===== config.mk =====
export PLATFORM = sky130hd
export DESIGN_NAME = dirty_rectangle_detector
export DESIGN_NICKNAME = d
export VERILOG_FILES = /design/src/rtl/drd_pkg.sv /design/src/rtl/drd_tracker.sv /design/src/rtl/drd_out_queue.sv /design/src/rtl/dirty_rectangle_detector.sv
export VERILOG_INCLUDE_DIRS = /design/src /design/src/rtl
export SDC_FILE = /design/constraint.sdc
export NUM_CORES = 1
export LEC_CHECK = 0
export BUFFER_PORTS_ARGS = -buffer_cell sky130_fd_sc_hd__buf_2
export CAP_MARGIN = 40
export CORE_MARGIN = 4
export CORE_UTILIZATION = 45
export CTS_CLUSTER_SIZE = 25
export DETAILED_ROUTE_END_ITERATION = 16
export PLACE_DENSITY = 0.63
export SLEW_MARGIN = 40
export SYNTH_ARGS = -nofsm -noshare
export SYNTH_HDL_FRONTEND = slang
export SYNTH_SLANG_ARGS = --single-unit

===== constraint.sdc =====
create_clock -name clock -period 11.5 [get_ports clock]
set_input_delay 2.3 -clock clock [delete_from_list [all_inputs] [get_ports clock]]
set_output_delay 2.3 -clock clock [all_outputs]
set_load 0.03 [all_outputs]

===== src/rtl/dirty_rectangle_detector_defines.svh =====
// assertion macros shared by the dirty rectangle detector modules
`ifndef DIRTY_RECTANGLE_DETECTOR_DEFINES_SVH
`define DIRTY_RECTANGLE_DETECTOR_DEFINES_SVH
`ifndef SYNTHESIS
`define DRD_ASSERT(label, prop) \
   label: assert property (@(posedge clock) disable iff (reset) prop) \
      else $error("dirty rectangle detector: property failed");
`define DRD_NEVER(label, cond) \
   label: assert property (@(posedge clock) disable iff (reset) !(cond)) \
      else $error("dirty rectangle detector: forbidden condition");
`else
`define DRD_ASSERT(label, prop)
`define DRD_NEVER(label, cond)
`endif
`endif


===== src/rtl/drd_pkg.sv =====
// shared types and constants of the dirty rectangle detector
`default_nettype none
package drd_pkg;

   localparam int unsigned DEF_MAX_COLUMNS = 256;
   localparam int unsigned DEF_MAX_ROWS    = 256;
   localparam int unsigned SIZE_W          = 9;
   localparam int unsigned MERGE_W         = 8;
   localparam int unsigned COORD_W         = 8;
   localparam int unsigned CELL_W          = 96;
   localparam int unsigned QUEUE_DEPTH     = 4;

   localparam logic [SIZE_W-1:0]  COLUMNS_RESET     = 9'd80;
   localparam logic [SIZE_W-1:0]  ROWS_RESET        = 9'd25;
   localparam logic               USE_SHADOW_RESET  = 1'b1;
   localparam logic [MERGE_W-1:0] MERGE_LIMIT_RESET = 8'd5;

   typedef enum logic [1:0] {
      CSR_COLUMNS     = 2'd0,
      CSR_ROWS        = 2'd1,
      CSR_USE_SHADOW  = 2'd2,
      CSR_MERGE_LIMIT = 2'd3
   } csr_index_type;

   typedef struct packed {
      logic [SIZE_W-1:0]  columns;
      logic [SIZE_W-1:0]  rows;
      logic               use_shadow;
      logic [MERGE_W-1:0] merge_limit;
   } cfg_type;

   typedef struct packed {
      logic               frame_last;
      logic [COORD_W-1:0] rect_bottom;
      logic [COORD_W-1:0] rect_right;
      logic [COORD_W-1:0] rect_top;
      logic [COORD_W-1:0] rect_left;
   } rect_type;

   // results of one cell, in order: first, then second
   typedef struct packed {
      logic [1:0] count;
      rect_type   first;
      rect_type   second;
   } emit_type;

endpackage
`default_nettype wire


===== src/rtl/drd_tracker.sv =====
// cell position, running bounding box and held rectangle, one cell per cycle on step
`default_nettype none
`include "dirty_rectangle_detector_defines.svh"
module drd_tracker import drd_pkg::*; #(
   parameter int unsigned MAX_COLUMNS = DEF_MAX_COLUMNS,
   parameter int unsigned MAX_ROWS    = DEF_MAX_ROWS
) (
   input  wire logic     clock,
   input  wire logic     reset,
   input  wire logic     step,
   input  wire logic     differs,
   input  wire cfg_type  cfg,
   output emit_type      emit
);

   localparam int unsigned CW = $clog2(MAX_COLUMNS);
   localparam int unsigned RW = $clog2(MAX_ROWS);

   logic [CW-1:0] x_ff, x_in, bl_ff, bl_in, br_ff, br_in, hl_ff, hl_in, hr_ff, hr_in;
   logic [RW-1:0] y_ff, y_in, bt_ff, bt_in, bb_ff, bb_in, ht_ff, ht_in, hb_ff, hb_in;
   logic          box_open_ff, box_open_in, hv_ff, hv_in;

   logic [CW-1:0] cols_m1, l_edge, r_edge;
   logic [RW-1:0] rows_m1;
   logic [CW:0]   br_p1;
   logic          row_end, frame_end, track, hit, close, merge, close_emit;
   logic          near_left, near_right, row_next;
   rect_type      close_rect, held_rect, box_rect, whole_rect;

   // effective size: zero acts as one, above the maximum acts as the maximum
   always_comb begin
      if (cfg.columns == '0) begin
         cols_m1 = '0;
      end else if (32'(cfg.columns) > MAX_COLUMNS) begin
         cols_m1 = CW'(MAX_COLUMNS - 1);
      end else begin
         cols_m1 = CW'(cfg.columns - 9'd1);
      end
      if (cfg.rows == '0) begin
         rows_m1 = '0;
      end else if (32'(cfg.rows) > MAX_ROWS) begin
         rows_m1 = RW'(MAX_ROWS - 1);
      end else begin
         rows_m1 = RW'(cfg.rows - 9'd1);
      end
   end

   assign row_end   = x_ff >= cols_m1;
   assign frame_end = row_end && (y_ff >= rows_m1);
   assign track     = cfg.use_shadow;
   assign hit       = track && differs;
   assign close     = track && !differs && box_open_ff && (y_ff > bb_ff) && (x_ff >= bl_ff);

   // closed box widened by one column each side, clamped
   assign l_edge = (bl_ff == '0) ? '0 : bl_ff - CW'(1);
   assign br_p1  = {1'b0, br_ff} + (CW+1)'(1);
   assign r_edge = (br_p1 < {1'b0, cols_m1}) ? br_p1[CW-1:0] : cols_m1;

   assign near_left  = (l_edge >= hl_ff) &&
                       (32'(l_edge - hl_ff) < 32'(cfg.merge_limit));
   assign near_right = (hr_ff >= r_edge) &&
                       (32'(hr_ff - r_edge) < 32'(cfg.merge_limit));
   assign row_next   = ({1'b0, hb_ff} + (RW+1)'(1)) == {1'b0, bt_ff};
   assign merge      = hv_ff && row_next && (near_left || near_right);
   assign close_emit = close && !merge && hv_ff;

   always_comb begin
      box_open_in = box_open_ff;
      bl_in = bl_ff;
      bt_in = bt_ff;
      br_in = br_ff;
      bb_in = bb_ff;
      hv_in = hv_ff;
      hl_in = hl_ff;
      ht_in = ht_ff;
      hr_in = hr_ff;
      hb_in = hb_ff;
      if (hit) begin
         if (!box_open_ff) begin
            box_open_in = 1'b1;
            bl_in = x_ff;
            br_in = x_ff;
            bt_in = y_ff;
            bb_in = y_ff;
         end else begin
            if (x_ff < bl_ff) bl_in = x_ff;
            if (x_ff > br_ff) br_in = x_ff;
            if (y_ff < bt_ff) bt_in = y_ff;
            if (y_ff > bb_ff) bb_in = y_ff;
         end
      end
      if (close) begin
         box_open_in = 1'b0;
         if (merge) begin
            hb_in = bb_ff;
            if (l_edge < hl_ff) hl_in = l_edge;
            if (r_edge > hr_ff) hr_in = r_edge;
         end else begin
            hv_in = 1'b1;
            hl_in = l_edge;
            ht_in = bt_ff;
            hr_in = r_edge;
            hb_in = bb_ff;
         end
      end
   end

   always_comb begin
      close_rect.rect_left   = COORD_W'(hl_ff);
      close_rect.rect_top    = COORD_W'(ht_ff);
      close_rect.rect_right  = COORD_W'(hr_ff);
      close_rect.rect_bottom = COORD_W'(hb_ff);
      close_rect.frame_last  = 1'b0;
      held_rect.rect_left    = COORD_W'(hl_in);
      held_rect.rect_top     = COORD_W'(ht_in);
      held_rect.rect_right   = COORD_W'(hr_in);
      held_rect.rect_bottom  = COORD_W'(hb_in);
      held_rect.frame_last   = 1'b0;
      box_rect.rect_left     = COORD_W'(bl_in);
      box_rect.rect_top      = COORD_W'(bt_in);
      box_rect.rect_right    = COORD_W'(br_in);
      box_rect.rect_bottom   = COORD_W'(bb_in);
      box_rect.frame_last    = 1'b0;
      whole_rect.rect_left   = '0;
      whole_rect.rect_top    = '0;
      whole_rect.rect_right  = COORD_W'(cols_m1);
      whole_rect.rect_bottom = COORD_W'(rows_m1);
      whole_rect.frame_last  = 1'b1;
   end

   always_comb begin
      emit.count  = 2'd0;
      emit.first  = close_rect;
      emit.second = held_rect;
      if (step) begin
         if (frame_end && !track) begin
            emit.count = 2'd1;
            emit.first = whole_rect;
         end else if (close_emit) begin
            emit.count = (frame_end && hv_in) ? 2'd2 : 2'd1;
         end else if (frame_end) begin
            if (hv_in) begin
               emit.first  = held_rect;
               emit.second = box_rect;
               emit.count  = box_open_in ? 2'd2 : 2'd1;
            end else if (box_open_in) begin
               emit.first = box_rect;
               emit.count = 2'd1;
            end
         end
         // frame end marks whichever result comes last
         if (frame_end && track) begin
            if (emit.count == 2'd2) begin
               emit.second.frame_last = 1'b1;
            end else if (emit.count == 2'd1) begin
               emit.first.frame_last = 1'b1;
            end
         end
      end
   end

   always_comb begin
      x_in = x_ff;
      y_in = y_ff;
      if (frame_end) begin
         x_in = '0;
         y_in = '0;
      end else if (row_end) begin
         x_in = '0;
         y_in = y_ff + RW'(1);
      end else begin
         x_in = x_ff + CW'(1);
      end
   end

   always_ff @(posedge clock) begin
      if (reset) begin
         x_ff        <= '0;
         y_ff        <= '0;
         box_open_ff <= 1'b0;
         hv_ff       <= 1'b0;
      end else if (step) begin
         x_ff        <= x_in;
         y_ff        <= y_in;
         box_open_ff <= frame_end ? 1'b0 : box_open_in;
         hv_ff       <= frame_end ? 1'b0 : hv_in;
      end
   end

   always_ff @(posedge clock) begin
      if (step) begin
         bl_ff <= bl_in;
         bt_ff <= bt_in;
         br_ff <= br_in;
         bb_ff <= bb_in;
         hl_ff <= hl_in;
         ht_ff <= ht_in;
         hr_ff <= hr_in;
         hb_ff <= hb_in;
      end
   end

   `DRD_ASSERT(a_box_ordered, box_open_ff |-> ((bl_ff <= br_ff) && (bt_ff <= bb_ff)))
   `DRD_ASSERT(a_frame_wrap, (step && frame_end) |=> ((x_ff == '0) && (y_ff == '0) && !hv_ff && !box_open_ff))
   `DRD_ASSERT(a_close_holds, (step && close && !frame_end) |=> (hv_ff && !box_open_ff))
   `DRD_NEVER(a_two_mid_frame, step && !frame_end && (emit.count == 2'd2))

endmodule
`default_nettype wire


===== src/rtl/drd_out_queue.sv =====
// result queue taking up to two rectangles per cycle and giving one
`default_nettype none
`include "dirty_rectangle_detector_defines.svh"
module drd_out_queue import drd_pkg::*; #(
   parameter int unsigned DEPTH = QUEUE_DEPTH
) (
   input  wire logic     clock,
   input  wire logic     reset,
   input  wire emit_type push,
   output logic          room,
   output logic          out_valid,
   input  wire logic     out_ready,
   output rect_type      head
);

   localparam int unsigned IW = $clog2(DEPTH);

   rect_type          entry_ff [DEPTH];
   logic [IW-1:0]     wr_ptr_ff, wr_ptr_in, rd_ptr_ff, rd_ptr_in;
   logic [IW:0]       count_ff, count_in;
   logic              pop;

   assign out_valid = count_ff != '0;
   assign head      = entry_ff[rd_ptr_ff];
   assign pop       = out_valid && out_ready;
   // space for the worst case of two results from one cell
   assign room      = 32'(count_ff) + 32'd2 <= DEPTH;

   assign wr_ptr_in = wr_ptr_ff + IW'(push.count);
   assign rd_ptr_in = rd_ptr_ff + IW'(pop);
   assign count_in  = count_ff + (IW+1)'(push.count) - (IW+1)'(pop);

   always_ff @(posedge clock) begin
      if (reset) begin
         wr_ptr_ff <= '0;
         rd_ptr_ff <= '0;
         count_ff  <= '0;
      end else begin
         wr_ptr_ff <= wr_ptr_in;
         rd_ptr_ff <= rd_ptr_in;
         count_ff  <= count_in;
      end
   end

   always_ff @(posedge clock) begin
      if (push.count != 2'd0) begin
         entry_ff[wr_ptr_ff] <= push.first;
      end
      if (push.count == 2'd2) begin
         entry_ff[wr_ptr_ff + IW'(1)] <= push.second;
      end
   end

   `DRD_NEVER(a_count_over, 32'(count_ff) > DEPTH)
   `DRD_ASSERT(a_push_fits, (push.count != 2'd0) |-> ((32'(count_ff) + 32'(push.count)) <= DEPTH))
   `DRD_ASSERT(a_ptr_gap, (wr_ptr_ff - rd_ptr_ff) == IW'(count_ff))

endmodule
`default_nettype wire


===== src/rtl/dirty_rectangle_detector.sv =====
// top level of the dirty rectangle detector: config registers, cell stage, tracker, result queue
//
//   channel  dir  handshake             payload
//   req      in   req_tvalid/tready     tdata: new_char, new_attr, old_char, old_attr
//   rsp      out  rsp_tvalid/tready     tdata: rect_left, rect_top, rect_right, rect_bottom
//                                       tlast: frame_last
//   csr      in   csr_wr_en             csr_index, csr_wdata
//
// one cell per clock while the result queue has room; cells are registered in the cell
// stage, results in the result queue; the cell stage compares new and old, the tracker
// updates box and held rectangle; a four-entry result queue absorbs two results from one cell
// req_tready drops only while the result queue holds more than two rectangles
// synchronous reset restores register defaults and empties all stages
`default_nettype none
module dirty_rectangle_detector import drd_pkg::*; #(
   parameter int unsigned MAX_COLUMNS = DEF_MAX_COLUMNS,
   parameter int unsigned MAX_ROWS    = DEF_MAX_ROWS
) (
   input  wire logic                clock,
   input  wire logic                reset,
   input  wire logic                req_tvalid,
   output logic                     req_tready,
   // new_char [31:0], new_attr [95:32], old_char [127:96], old_attr [191:128]
   input  wire logic [2*CELL_W-1:0] req_tdata,
   output logic                     rsp_tvalid,
   input  wire logic                rsp_tready,
   // rect_left [7:0], rect_top [15:8], rect_right [23:16], rect_bottom [31:24]
   output logic [4*COORD_W-1:0]     rsp_tdata,
   output logic                     rsp_tlast,
   input  wire logic                csr_wr_en,
   input  wire logic [1:0]          csr_index,
   input  wire logic [SIZE_W-1:0]   csr_wdata
);

   cfg_type  cfg_ff;
   logic     cell_valid_ff, cell_valid_in, differs_ff, differs_in;
   logic     room, step, req_xfer;
   emit_type emit;
   rect_type head;

   always_ff @(posedge clock) begin
      if (reset) begin
         cfg_ff.columns     <= COLUMNS_RESET;
         cfg_ff.rows        <= ROWS_RESET;
         cfg_ff.use_shadow  <= USE_SHADOW_RESET;
         cfg_ff.merge_limit <= MERGE_LIMIT_RESET;
      end else if (csr_wr_en) begin
         case (csr_index_type'(csr_index))
            CSR_COLUMNS:     cfg_ff.columns     <= csr_wdata;
            CSR_ROWS:        cfg_ff.rows        <= csr_wdata;
            CSR_USE_SHADOW:  cfg_ff.use_shadow  <= csr_wdata[0];
            CSR_MERGE_LIMIT: cfg_ff.merge_limit <= csr_wdata[MERGE_W-1:0];
            default: begin
            end
         endcase
      end
   end

   assign step       = cell_valid_ff && room;
   assign req_tready = !cell_valid_ff || room;
   assign req_xfer   = req_tvalid && req_tready;
   // char and attr of each frame sit side by side, so one wide compare covers both
   assign differs_in = req_tdata[CELL_W-1:0] != req_tdata[2*CELL_W-1:CELL_W];

   always_comb begin
      cell_valid_in = cell_valid_ff;
      if (req_xfer) begin
         cell_valid_in = 1'b1;
      end else if (step) begin
         cell_valid_in = 1'b0;
      end
   end

   always_ff @(posedge clock) begin
      if (reset) begin
         cell_valid_ff <= 1'b0;
      end else begin
         cell_valid_ff <= cell_valid_in;
      end
   end

   always_ff @(posedge clock) begin
      if (req_xfer) begin
         differs_ff <= differs_in;
      end
   end

   drd_tracker #(
      .MAX_COLUMNS (MAX_COLUMNS),
      .MAX_ROWS    (MAX_ROWS)
   ) u_tracker (
      .clock   (clock),
      .reset   (reset),
      .step    (step),
      .differs (differs_ff),
      .cfg     (cfg_ff),
      .emit    (emit)
   );

   drd_out_queue #(
      .DEPTH (QUEUE_DEPTH)
   ) u_out_queue (
      .clock     (clock),
      .reset     (reset),
      .push      (emit),
      .room      (room),
      .out_valid (rsp_tvalid),
      .out_ready (rsp_tready),
      .head      (head)
   );

   assign rsp_tdata = {head.rect_bottom, head.rect_right, head.rect_top, head.rect_left};
   assign rsp_tlast = head.frame_last;

endmodule
`default_nettype wire

==> results of run 1 <==
worst max-delay path, delay by kind of cell, from the launching register on:
| kind | cells | cell delay, ns |
|---|---|---|
| xor+xnor | 3 | 0.43 |
| flops | 1 | 0.33 |
| compound gates | 13 | 3.20 |
| mux | 1 | 0.32 |
| buf+inv | 4 | 0.31 |
| simple gates | 6 | 1.39 |
| fa+ha+maj | 8 | 2.25 |
through the flow:
step,instance area [um^2],setup WS [ns],cells
2_1_floorplan,17850,2.472,1709
3_3_place_gp,19700,3.434,2431
3_5_place_dp,19760,3.296,2433
4_1_cts,20620,3.278,2479
5_1_grt,20650,2.606,2483
6_report,20650,3.153,2484
power groups by stage:
stage / logic, uW / registers (uW) / clock network [uW]
CTS: 1310 / 1160 / 888
floorplan: 953 / 1150 / 0
finish: 1310 / 1160 / 873
global route: 1440 / 1170 / 928
global placement: 1270 / 1170 / 0
detailed placement: 1290 / 1180 / 0
path summary, 6_finish.rpt:
check | startpoint | end | cells after the start
min | cfg_ff[4]$_SDFFE_PP0P_ | cfg_ff[4]$_SDFFE_PP0P_ | 2
min reg2reg | cfg_ff[4]$_SDFFE_PP0P_ | cfg_ff[4]$_SDFFE_PP0P_ | 2
max | cfg_ff[18]$_SDFFE_PP0P_ | u_out_queue.count_ff[2]$_SDFF_PP0_ | 35
max reg2reg | cfg_ff[18]$_SDFFE_PP0P_ | u_out_queue.count_ff[2]$_SDFF_PP0_ | 35
state kept, by name, summed over array words and instances (netlist names):
signal / cells
u_tracker.br_ff: 8
u_tracker.hl_ff: 8
u_tracker.x_ff: 8
u_tracker.ht_ff: 8
u_tracker.y_ff: 8
u_tracker.bt_ff: 8
u_tracker.hb_ff: 8
u_tracker.bl_ff: 8
cell_valid_ff: 1
u_tracker.box_open_ff: 1
cfg_ff: 27
u_tracker.hv_ff: 1
differs_ff: 1
u_out_queue.entry_ff: 132
u_out_queue.wr_ptr_ff: 2
u_tracker.bb_ff: 8
u_out_queue.rd_ptr_ff: 2
u_out_queue.count_ff: 3
u_tracker.hr_ff: 8
final cells by class:
type                            instances  area [um^2]  area share, %
Antenna cell                            4        10.01        0.04847
Inverter                              120        452.9          2.193
Clock buffer                           31        711.9          3.447
Multi-Input combinational cell       1274        10240          49.58
Timing Repair Buffer                  272         1461          7.076
Sequential cell                       250         6978          33.79
Clock inverter                         15        150.1         0.7270
Tap cell                              518        648.1          3.138
synthesized netlist by cell type, types with 6 or more instances:
master / count / area, um^2
a211o_1: 8 / 70.07
a211oi_1: 13 / 97.59
a21o_1: 23 / 172.7
a21oi_1: 85 / 425.4
a21oi_2: 8 / 70.07
a221oi_1: 7 / 61.31
a31oi_1: 13 / 81.33
and2_1: 7 / 43.79
and3_1: 9 / 56.30
and4_1: 6 / 52.55
buf_1: 6 / 22.52
buf_2: 19 / 95.09
clkbuf_1: 32 / 120.1
dfxtp_1: 53 / 1061
edfxtp_1: 197 / 5916
ha_1: 99 / 1239
inv_1: 115 / 431.7
mux2_2: 43 / 484.2
mux2i_1: 156 / 1562
mux4_2: 33 / 743.2
nand2_1: 105 / 394.1
nand2b_1: 10 / 62.56
nand3_1: 47 / 235.2
nand3b_1: 6 / 45.04
nand4_1: 33 / 206.5
nor2_1: 110 / 412.9
nor2b_1: 16 / 100.1
nor3_1: 23 / 115.1
nor4_1: 14 / 87.58
o211ai_1: 41 / 307.8
o21a_1: 9 / 67.56
o21ai_0: 54 / 270.3
o21ai_1: 22 / 110.1
o221ai_1: 13 / 113.9
o22ai_1: 13 / 81.33
o31ai_1: 7 / 52.55
xnor2_1: 100 / 875.8
xor2_1: 43 / 376.6
layer usage:
layer | global-route usage (%) | vias to the layer above | wire (um)
met5 | 0 | - | 0
met4 | 6.817 | 0 | 1370
met3 | 3.555 | 99 | 4427
met2 | 42.83 | 667 | 27090
met1 | 34.67 | 7105 | 23790
li1 | - | 6912 | -
cell families after synthesis:
logic type / count (synthesis)
simple gates: 405
compound gates: 388
flops: 250
mux: 233
buf+inv: 185
xor+xnor: 143
fa+ha+maj: 105
==> impl_metrics.env, run 1 <==
export IMPL_gr_total_overflow=0
export IMPL_slew_violations=0
export IMPL_die_h_um=207.2
export IMPL_drt_pass1_iterations=5
export IMPL_fp_dieArea_mm2=0.04292
export IMPL_layout_drive_gt1_share_pct=22.63
export IMPL_vias=14780
export IMPL_tightest_slew_ns=0.8420
export IMPL_route_detailed_wl_per_inst_um=22.82
export IMPL_cp_data_required_time_ns=11.95
export IMPL_synth_edf_count=197
export IMPL_skew_ns=0.01566
export IMPL_crit_path_max_incr_delay_ns=0.67
export IMPL_irDropWorstVdd_v=0.0001143
export IMPL_grt_pass1_vias=14680
export IMPL_hold_viol=0
export IMPL_routed_wirelength_um=56680
export IMPL_synth_top_family_by_area="multiplexers"
export IMPL_cts_path_max_buffers=3
export IMPL_drtIter0Drc=1258
export IMPL_avgSynthCellArea_um2=10.45
export IMPL_final_cell_mix="242 x buf_2, 197 x edfxtp_1, 156 x mux2i_1"
export IMPL_detail_route_antenna_nets=0
export IMPL_setup_viol=0
export IMPL_worstSkewPairLatency_ns=0.57
export IMPL_critical_path_class="flip-flop to flip-flop"
export IMPL_cts_sinks=250
export IMPL_io_buffers=242
export IMPL_yosys_mux_area_fraction_pct=15.71
export IMPL_fillers=3557
export IMPL_outcome="finished clean"
export IMPL_whs_ns=0.4544
export IMPL_synth_compound_area_share_pct=15.40
export IMPL_crit_fanout=9
export IMPL_syn_inst=1709
export IMPL_via_per_inst=5.951
export IMPL_ys_seq_area_share_pct=39.08
export IMPL_holdBufCountCts=0
export IMPL_p_clk_share_pct=26.1
export IMPL_final_util_pct=53.07
export IMPL_synth_adder_area_share_pct=7.450
export IMPL_design_power_total_uw=3341
export IMPL_path_clk_slew_ns=0.06
export IMPL_power_frac_seq_pct=34.7
export IMPL_cts_made_buffers=28
export IMPL_grt_setup_unrepaired="false"
export IMPL_synth_cell_type_count=95
export IMPL_gp_congestion=0.9640
export IMPL_syn_cell_area_mm2=0.01785
export IMPL_syn2layout_area_growth_pct=15.69
export IMPL_hold_class="flip-flop to flip-flop"
export IMPL_max_slew_margin_pct=43.86
export IMPL_num_rows=72
export IMPL_synth_simple_gate_area_share_pct=11.07
export IMPL_maxCapViolations=0
export IMPL_grt_antenna_before_repair=10
export IMPL_fin_crit_ns=8.347
export IMPL_ys_seq_elements=250
export IMPL_start_kind="flip-flop"
export IMPL_cts_tree="yes"
export IMPL_p_leak_uw=0.008078
export IMPL_slowest_stage="o32a_1"
export IMPL_critPathCaptureType="flip-flop"
export IMPL_grt_use_total_pct=25.43
export IMPL_synth_xor_area_share_pct=7.016
export IMPL_cts_root_buf="clkbuf_16"
export IMPL_ys_flop_type="edfxtp_1"
export IMPL_switchingPower_uw=1233
export IMPL_ios=243
export IMPL_finalCritPeriodShare_pct=72.59
export IMPL_fmax_mhz=119.8
export IMPL_ys_async_sr_fraction_pct=0
export IMPL_die_x_um=207.2
export IMPL_cts_max_level=1
export IMPL_p_comb_share_pct=39.1
export IMPL_nNetsFinal=2256
export IMPL_ys_warn_count=0
export IMPL_coreArea_mm2=0.03892
export IMPL_cts_resized=0
export IMPL_p_int_uw=2108
export IMPL_fin_tns_setup_ns=0
export IMPL_syn_nets=2019
export IMPL_drt_drc_violations_left=0
export IMPL_worstPathArrival_ns=8.80
export IMPL_dp_hpwl_um=43190
export IMPL_swShare_pct=36.90
export IMPL_start_util_pct=45.87
export IMPL_final_common_cell="buf_2"
export IMPL_r2r_slack_ns=3.15
export IMPL_post_cts_repair_setup_buffers=0
export IMPL_grt_pass1_wl_um=87040
export IMPL_grt_start_max_net_pins=43
export IMPL_p_per_area_mw_per_mm2=161.8
Note: power is estimated with default switching activity, not from simulation.
==> inputs of run 2 (changes only) <==
Clock period 11.5 ns to 8.1 ns, I/O delays scaled along.
==> run 2 against run 1 <==
Setup slack lost 2.8 ns. Non-clock buffer count grew 21. Largest cell class unchanged. Sequential share of layout area shrank 0.40 points.
==> impl_metrics.env, run 2 (synthesis gave the netlist of run 1 again) <==
export IMPL_outcome="finished clean"
export IMPL_grt_antenna_before_repair=2
export IMPL_tightest_slew_ns=0.8831
export IMPL_critPathBufInv=5
export IMPL_path_clk_slew_ns=0.06
export IMPL_fp_dieArea_mm2=0.04292
export IMPL_worstPathArrival_ns=8.13
export IMPL_p_leak_uw=0.008201
export IMPL_syn2layout_area_growth_pct=17.07
export IMPL_critical_path_class="flip-flop to flip-flop"
export IMPL_grt_pass1_wl_um=88160
export IMPL_gp_congestion=0.9581
export IMPL_grt_start_max_net_pins=43
export IMPL_cts_tree="yes"
export IMPL_final_cell_mix="243 x buf_2, 197 x edfxtp_1, 155 x mux2i_1"
export IMPL_fmax_mhz=129.9
export IMPL_cts_path_max_buffers=3
export IMPL_cpMostUsedCell="ha_1"
export IMPL_cts_sinks=250
export IMPL_finalCritPeriodShare_pct=95.07
export IMPL_drt_pass1_iterations=7
export IMPL_route_detailed_wl_per_inst_um=22.84
export IMPL_routed_wirelength_um=57330
export IMPL_cts_root_buf="clkbuf_16"
export IMPL_multi_input_area_mm2=0.01025
export IMPL_hold_class="flip-flop to flip-flop"
export IMPL_start_kind="flip-flop"
export IMPL_drtIter0Drc=1271
export IMPL_reg_top3="u_out_queue.entry_ff (132), cfg_ff (27)"
export IMPL_critPathCaptureType="flip-flop"
export IMPL_holdBufCountCts=0
export IMPL_layout_drive_gt1_share_pct=23.91
export IMPL_setup_viol=0
export IMPL_dp_hpwl_um=44380
export IMPL_die_h_um=207.2
export IMPL_cp_data_required_time_ns=8.53
export IMPL_worstHoldPathCells=2
export IMPL_r2r_slack_ns=0.40
export IMPL_dp_slack_ns=0.3617
export IMPL_dpl_instance_area_mm2=0.01995
export IMPL_cp_depth=36
export IMPL_grt_use_total_pct=25.74
export IMPL_gr_total_overflow=0
export IMPL_start_util_pct=45.87
export IMPL_reg2regPathDepth=36
export IMPL_nNetsFinal=2278
export IMPL_fin_tns_setup_ns=0
export IMPL_worstSkewPairLatency_ns=0.56
export IMPL_io_buffers=242
export IMPL_grt_setup_unrepaired="false"
export IMPL_cts_max_level=1
export IMPL_setup_slack_ns=0.3997
export IMPL_cts_made_buffers=29
export IMPL_critical_path_top_delay_family="adder cells"
export IMPL_top_register="u_out_queue.entry_ff"
export IMPL_detail_route_antenna_nets=0
export IMPL_vias=14900
export IMPL_skew_ns=0.01432
export IMPL_largest_register_ffs=132
export IMPL_instances_no_fill=2510
export IMPL_postLayoutCellArea_mm2=0.02090
export IMPL_maxCapViolations=0
export IMPL_p_per_area_mw_per_mm2=228.8
export IMPL_fillers=3566
export IMPL_crit_path_max_incr_delay_ns=0.52
export IMPL_drt_drc_violations_left=0
export IMPL_ff_latch_area_mm2=0.006978
export IMPL_grt_pass1_vias=15100
export IMPL_via_per_inst=5.936
export IMPL_coreArea_mm2=0.03892
export IMPL_dp_cells=2454
export IMPL_ios=243
export IMPL_num_rows=72
export IMPL_max_slew_margin_pct=40.51
export IMPL_irDropWorstVdd_v=0.0001573
export IMPL_slew_violations=0
export IMPL_crit_fanout=8
export IMPL_hold_viol=0
export IMPL_fin_crit_ns=7.700
export IMPL_slowest_stage="or4b_4"
export IMPL_final_common_cell="buf_2"
export IMPL_die_x_um=207.2
run 2: cell count changes in the layout (fill, tap and decap cells not counted), moves of 2 or more:
cell,before,now
o21ai_1,21,23
buf_4,27,44
bufinv_16,3,0
clkinvlp_4,0,4
buf_8,1,3
clkinv_4,0,2
clkbuf_16,28,30
clkinv_1,10,6
clkbuf_8,0,2
diode_2,4,1
run 2: worst paths after layout:
path / to / start
hold / removal: cfg_ff[5]$_SDFFE_PP0P_ / cfg_ff[5]$_SDFFE_PP0P_
setup / recovery: u_out_queue.count_ff[2]$_SDFF_PP0_ / cfg_ff[18]$_SDFFE_PP0P_
hold reg to reg: cfg_ff[5]$_SDFFE_PP0P_ / cfg_ff[5]$_SDFFE_PP0P_
setup reg to reg: u_out_queue.count_ff[2]$_SDFF_PP0_ / cfg_ff[18]$_SDFFE_PP0P_
run 2: final cells by class:
cell class | instances | area share (%)
antenna | 1 | 0.01197
clock buffer | 37 | 3.819
clock inverter | 17 | 0.5148
inverter | 120 | 2.167
multi-input combinational | 1274 | 49.07
sequential | 250 | 33.39
tap | 518 | 3.101
timing repair buffer | 293 | 7.932
run 2: routing by layer:
| metal | share of wire [%] | vias to the layer above | GRT usage, % |
|---|---|---|---|
| met3 | 7.7 | 95 | 4.191 |
| met5 | 0 | - | 0 |
| li1 | - | 6959 | - |
| met2 | 48 | 668 | 43.92 |
| met4 | 2.5 | 0 | 6.886 |
| met1 | 42 | 7178 | 34.25 |
run 2: report_power, final:
group	switching, uW	internal, uW	total, uW
sequential	104	1540	1650
combinational	1130	750	1880
clock	552	700	1250
run 2: worst reg2reg max path, delay by kind of cell, from the launching register on:
kind | cells | cell delay [ns]
xor gates and xnor gates | 3 | 0.47
AOI/OAI and AO/OA | 10 | 2.09
DFF | 1 | 0.34
and+or+nand+nor | 8 | 1.65
buffers and inverters | 5 | 0.40
adders and majority gates | 9 | 2.40
muxes | 1 | 0.27
run 2: repair_timing:
item                                    in CTS  in global routing
resized for setup                            0                  5
endpoints found under the setup margin       0                 39
buffers inserted                             0                  1
run 2: through the flow:
stage          hold slack (ns)  power (uW)  util [%]
2_1_floorplan           0.4363        2981         -
3_3_place_gp            0.4448        3483     50.94
3_5_place_dp            0.4530        3518     51.26
4_1_cts                 0.4613        4780     53.59
5_1_grt                 0.5136        5056     53.70
6_report                0.4652        4782     53.70
==> inputs of run 3 (changes only) <==
Settings changed: ABC_AREA set to 1, BUFFER_PORTS_ARGS -buffer_cell sky130_fd_sc_hd__buf_2 to -buffer_cell sky130_fd_sc_hd__clkbuf_2.
==> run 3 against run 2 <==
Total power is 11% higher. Design area is 0.63% higher. Final cell count is 31% higher. Maximum frequency is 5.3% higher. Non-clock buffer count is 18 lower. Via count is 21% higher. Clock-buffer cell count is 3 lower. Global-route usage is 0.76 points higher. Critical path type unchanged. Largest power group unchanged. Highest routed layer unchanged.
==> impl_metrics.env, run 3 <==
export IMPL_dp_cells=3243
export IMPL_drt_drc_violations_left=0
export IMPL_met2_length_um=28600
export IMPL_detail_route_antenna_nets=0
export IMPL_wl_met3_um=4824
export IMPL_path_clk_slew_ns=0.06
export IMPL_nNetsFinal=3061
export IMPL_worstPathArrival_ns=7.77
export IMPL_synth_top_family_by_area="simple AND/OR/NAND/NOR gates"
export IMPL_cts_path_max_buffers=3
export IMPL_r2r_slack_ns=0.79
export IMPL_fin_crit_ns=7.312
export IMPL_synth_edf_count=197
export IMPL_routed_wirelength_um=60450
export IMPL_dpl_instance_area_mm2=0.02009
export IMPL_start_util_pct=45.82
export IMPL_cts_max_level=1
export IMPL_ys_warn_count=0
export IMPL_final_common_cell="nand2_1"
export IMPL_drt_pass1_iterations=7
export IMPL_whs_ns=0.4778
export IMPL_routed_top_layer="met4"
export IMPL_die_h_um=209.8
export IMPL_finalCritPeriodShare_pct=90.27
export IMPL_synthTopCellsByArea="edfxtp_1 32%, nand2_1 19%, ha_1 6.8%, dfxtp_1 5.8%, xor2_1 5.7%"
export IMPL_final_cell_mix="934 x nand2_1, 242 x clkbuf_2, 232 x inv_1"
export IMPL_grt_setup_unrepaired="false"
export IMPL_grt_pass1_vias=17180
export IMPL_fillers=3944
export IMPL_cpMostUsedCell="inv_1"
export IMPL_syn_nets=2853
export IMPL_gp_congestion=0.9720
export IMPL_ys_flop_type="edfxtp_1"
export IMPL_slowest_stage="nand3b_1"
export IMPL_critical_path_class="flip-flop to flip-flop"
export IMPL_design_power_total_uw=5309
export IMPL_reg2regPathDepth=47
export IMPL_holdBufCountCts=0
export IMPL_syn_inst=2543
export IMPL_crit_path_max_incr_delay_ns=0.40
export IMPL_ys_seq_area_share_pct=38.06
export IMPL_hold_viol=0
export IMPL_synth_adder_area_share_pct=7.086
export IMPL_critical_path_top_delay_family="simple AND/OR/NAND/NOR gates"
export IMPL_p_per_area_mw_per_mm2=252.4
export IMPL_io_buffers=242
export IMPL_route_detailed_wl_per_inst_um=18.34
export IMPL_ys_async_sr_fraction_pct=0
export IMPL_cts_root_buf="clkbuf_16"
export IMPL_worstSkewPairLatency_ns=0.57
export IMPL_critPathBufInv=10
export IMPL_syn_cell_area_mm2=0.01833
export IMPL_coreArea_mm2=0.04001
export IMPL_skew_ns=0.01173
export IMPL_critPathCaptureType="flip-flop"
export IMPL_fp_dieArea_mm2=0.04402
export IMPL_ys_seq_elements=250
export IMPL_cts_sinks=250
export IMPL_drtIter0Drc=1502
export IMPL_ios=243
export IMPL_tightest_slew_ns=0.8644
export IMPL_avgSynthCellArea_um2=7.208
export IMPL_cp_depth=47
export IMPL_vias=17990
export IMPL_outcome="finished clean"
export IMPL_synth_compound_area_share_pct=11.13
export IMPL_grt_pass1_wl_um=94160
export IMPL_hold_class="flip-flop to flip-flop"
export IMPL_grt_start_max_net_pins=69
export IMPL_top_register="u_out_queue.entry_ff"
export IMPL_start_kind="flip-flop"
export IMPL_yosysTopAreaCell="edfxtp_1"
export IMPL_die_x_um=209.8
export IMPL_synth_simple_gate_area_share_pct=30.13
export IMPL_grt_antenna_before_repair=0
export IMPL_yosys_mux_area_fraction_pct=0
export IMPL_grt_use_total_pct=26.51
export IMPL_worstHoldPathCells=2
export IMPL_dp_hpwl_um=45140
export IMPL_wl_met1_um=25370
export IMPL_synth_cell_type_count=46
export IMPL_num_rows=73
export IMPL_slew_violations=0
export IMPL_cts_tree="yes"
export IMPL_postLayoutCellArea_mm2=0.02103
export IMPL_gr_total_overflow=0
export IMPL_setup_viol=0
export IMPL_synth_top_area_share_pct=32.28
export IMPL_via_per_inst=5.457
export IMPL_fmax_mhz=136.8
export IMPL_antenna_cells=0
export IMPL_synth_xor_area_share_pct=6.069
export IMPL_largest_register_ffs=132
export IMPL_synthTopCellsByCount="936 x nand2_1, 233 x inv_1, 197 x edfxtp_1, 178 x nor2_1, 158 x o21ai_0"
export IMPL_cts_made_buffers=30
export IMPL_max_slew_margin_pct=41.76
export IMPL_reg_top3="u_out_queue.entry_ff (132), cfg_ff (27)"
export IMPL_p_leak_uw=0.01029
export IMPL_irDropWorstVdd_v=0.0001642
export IMPL_synth_most_common_cell="nand2_1"
export IMPL_fin_tns_setup_ns=0
export IMPL_syn2layout_area_growth_pct=14.75
export IMPL_layout_drive_gt1_share_pct=12.74
export IMPL_maxCapViolations=0
export IMPL_cp_data_required_time_ns=8.55
export IMPL_crit_fanout=15
export IMPL_instances_no_fill=3296
-- run 3: cell count changes after synthesis, sizes merged, moves of 93 or more --
| cell | previous run | this run |
|---|---|---|
| nand2 | 107 | 940 |
| mux2i | 156 | 0 |
| nand3 | 47 | 140 |
| xnor2 | 100 | 7 |
| inv | 119 | 241 |
| o21ai | 79 | 184 |
-- run 3: final timing paths --
kind | startpoint | end
min reg2reg | cfg_ff[17]$_SDFFE_PP0P_ | cfg_ff[17]$_SDFFE_PP0P_
max reg2reg | cfg_ff[18]$_SDFFE_PP0P_ | u_out_queue.count_ff[2]$_SDFF_PP0_
min | cfg_ff[17]$_SDFFE_PP0P_ | cfg_ff[17]$_SDFFE_PP0P_
max | cfg_ff[18]$_SDFFE_PP0P_ | u_out_queue.count_ff[2]$_SDFF_PP0_
-- run 3: routing by layer --
layer,vias to the layer above,global-route usage (%)
li1,8782,-
met1,8285,35.49
met2,808,45.56
met3,112,3.229
met4,0,7.156
met5,-,0
-- run 3: layout make-up --
| cell class | count | area (um^2) | area share (%) |
|---|---|---|---|
| multi-input cells | 1952 | 10020 | 47.63 |
| repair buffers | 275 | 1567 | 7.448 |
| inverters | 242 | 908.4 | 4.319 |
| well taps | 525 | 656.9 | 3.123 |
| clock buffers | 34 | 787.0 | 3.742 |
| flip-flops and latches | 250 | 6978 | 33.18 |
| clock inverters | 18 | 117.6 | 0.5592 |
-- run 3: worst register-to-register path: cells and delay by family, from the launching register on --
family	cells	cell delay, ns
fa+ha+maj	7	1.98
xor+xnor	2	0.34
compound gates	5	0.90
flops	1	0.37
buf+inv	10	0.88
simple gates	23	2.76
-- run 3: what timing repair did --
item                                    in CTS  in global routing
endpoints found under the setup margin       0                269
gates resized for setup                      0                  7
setup buffers                                0                  0
-- run 3: stage by stage --
step | worst slack (ns) | util (%)
after global placement | 0.2586 | 50.19
after global routing | 0.03521 | 52.57
final | 0.7883 | 52.57
after floorplan | 1.302 | -
after detailed placement | 0.04202 | 50.22
after CTS | 0.003164 | 52.48
-- run 3: logic make-up after synthesis --
family	after synthesis
flops	250
simple gates	1344
xor+xnor	127
fa+ha+maj	102
buf+inv	341
compound gates	379
-- run 3: report_power, final --
part	total (uW)	leakage [uW]	switching, uW	internal, uW
combinational	2350	0.00762	1590	751
clock	1270	0.000450	545	721
sequential	1700	0.00222	105	1590
total	5310	0.0103	2240	3060
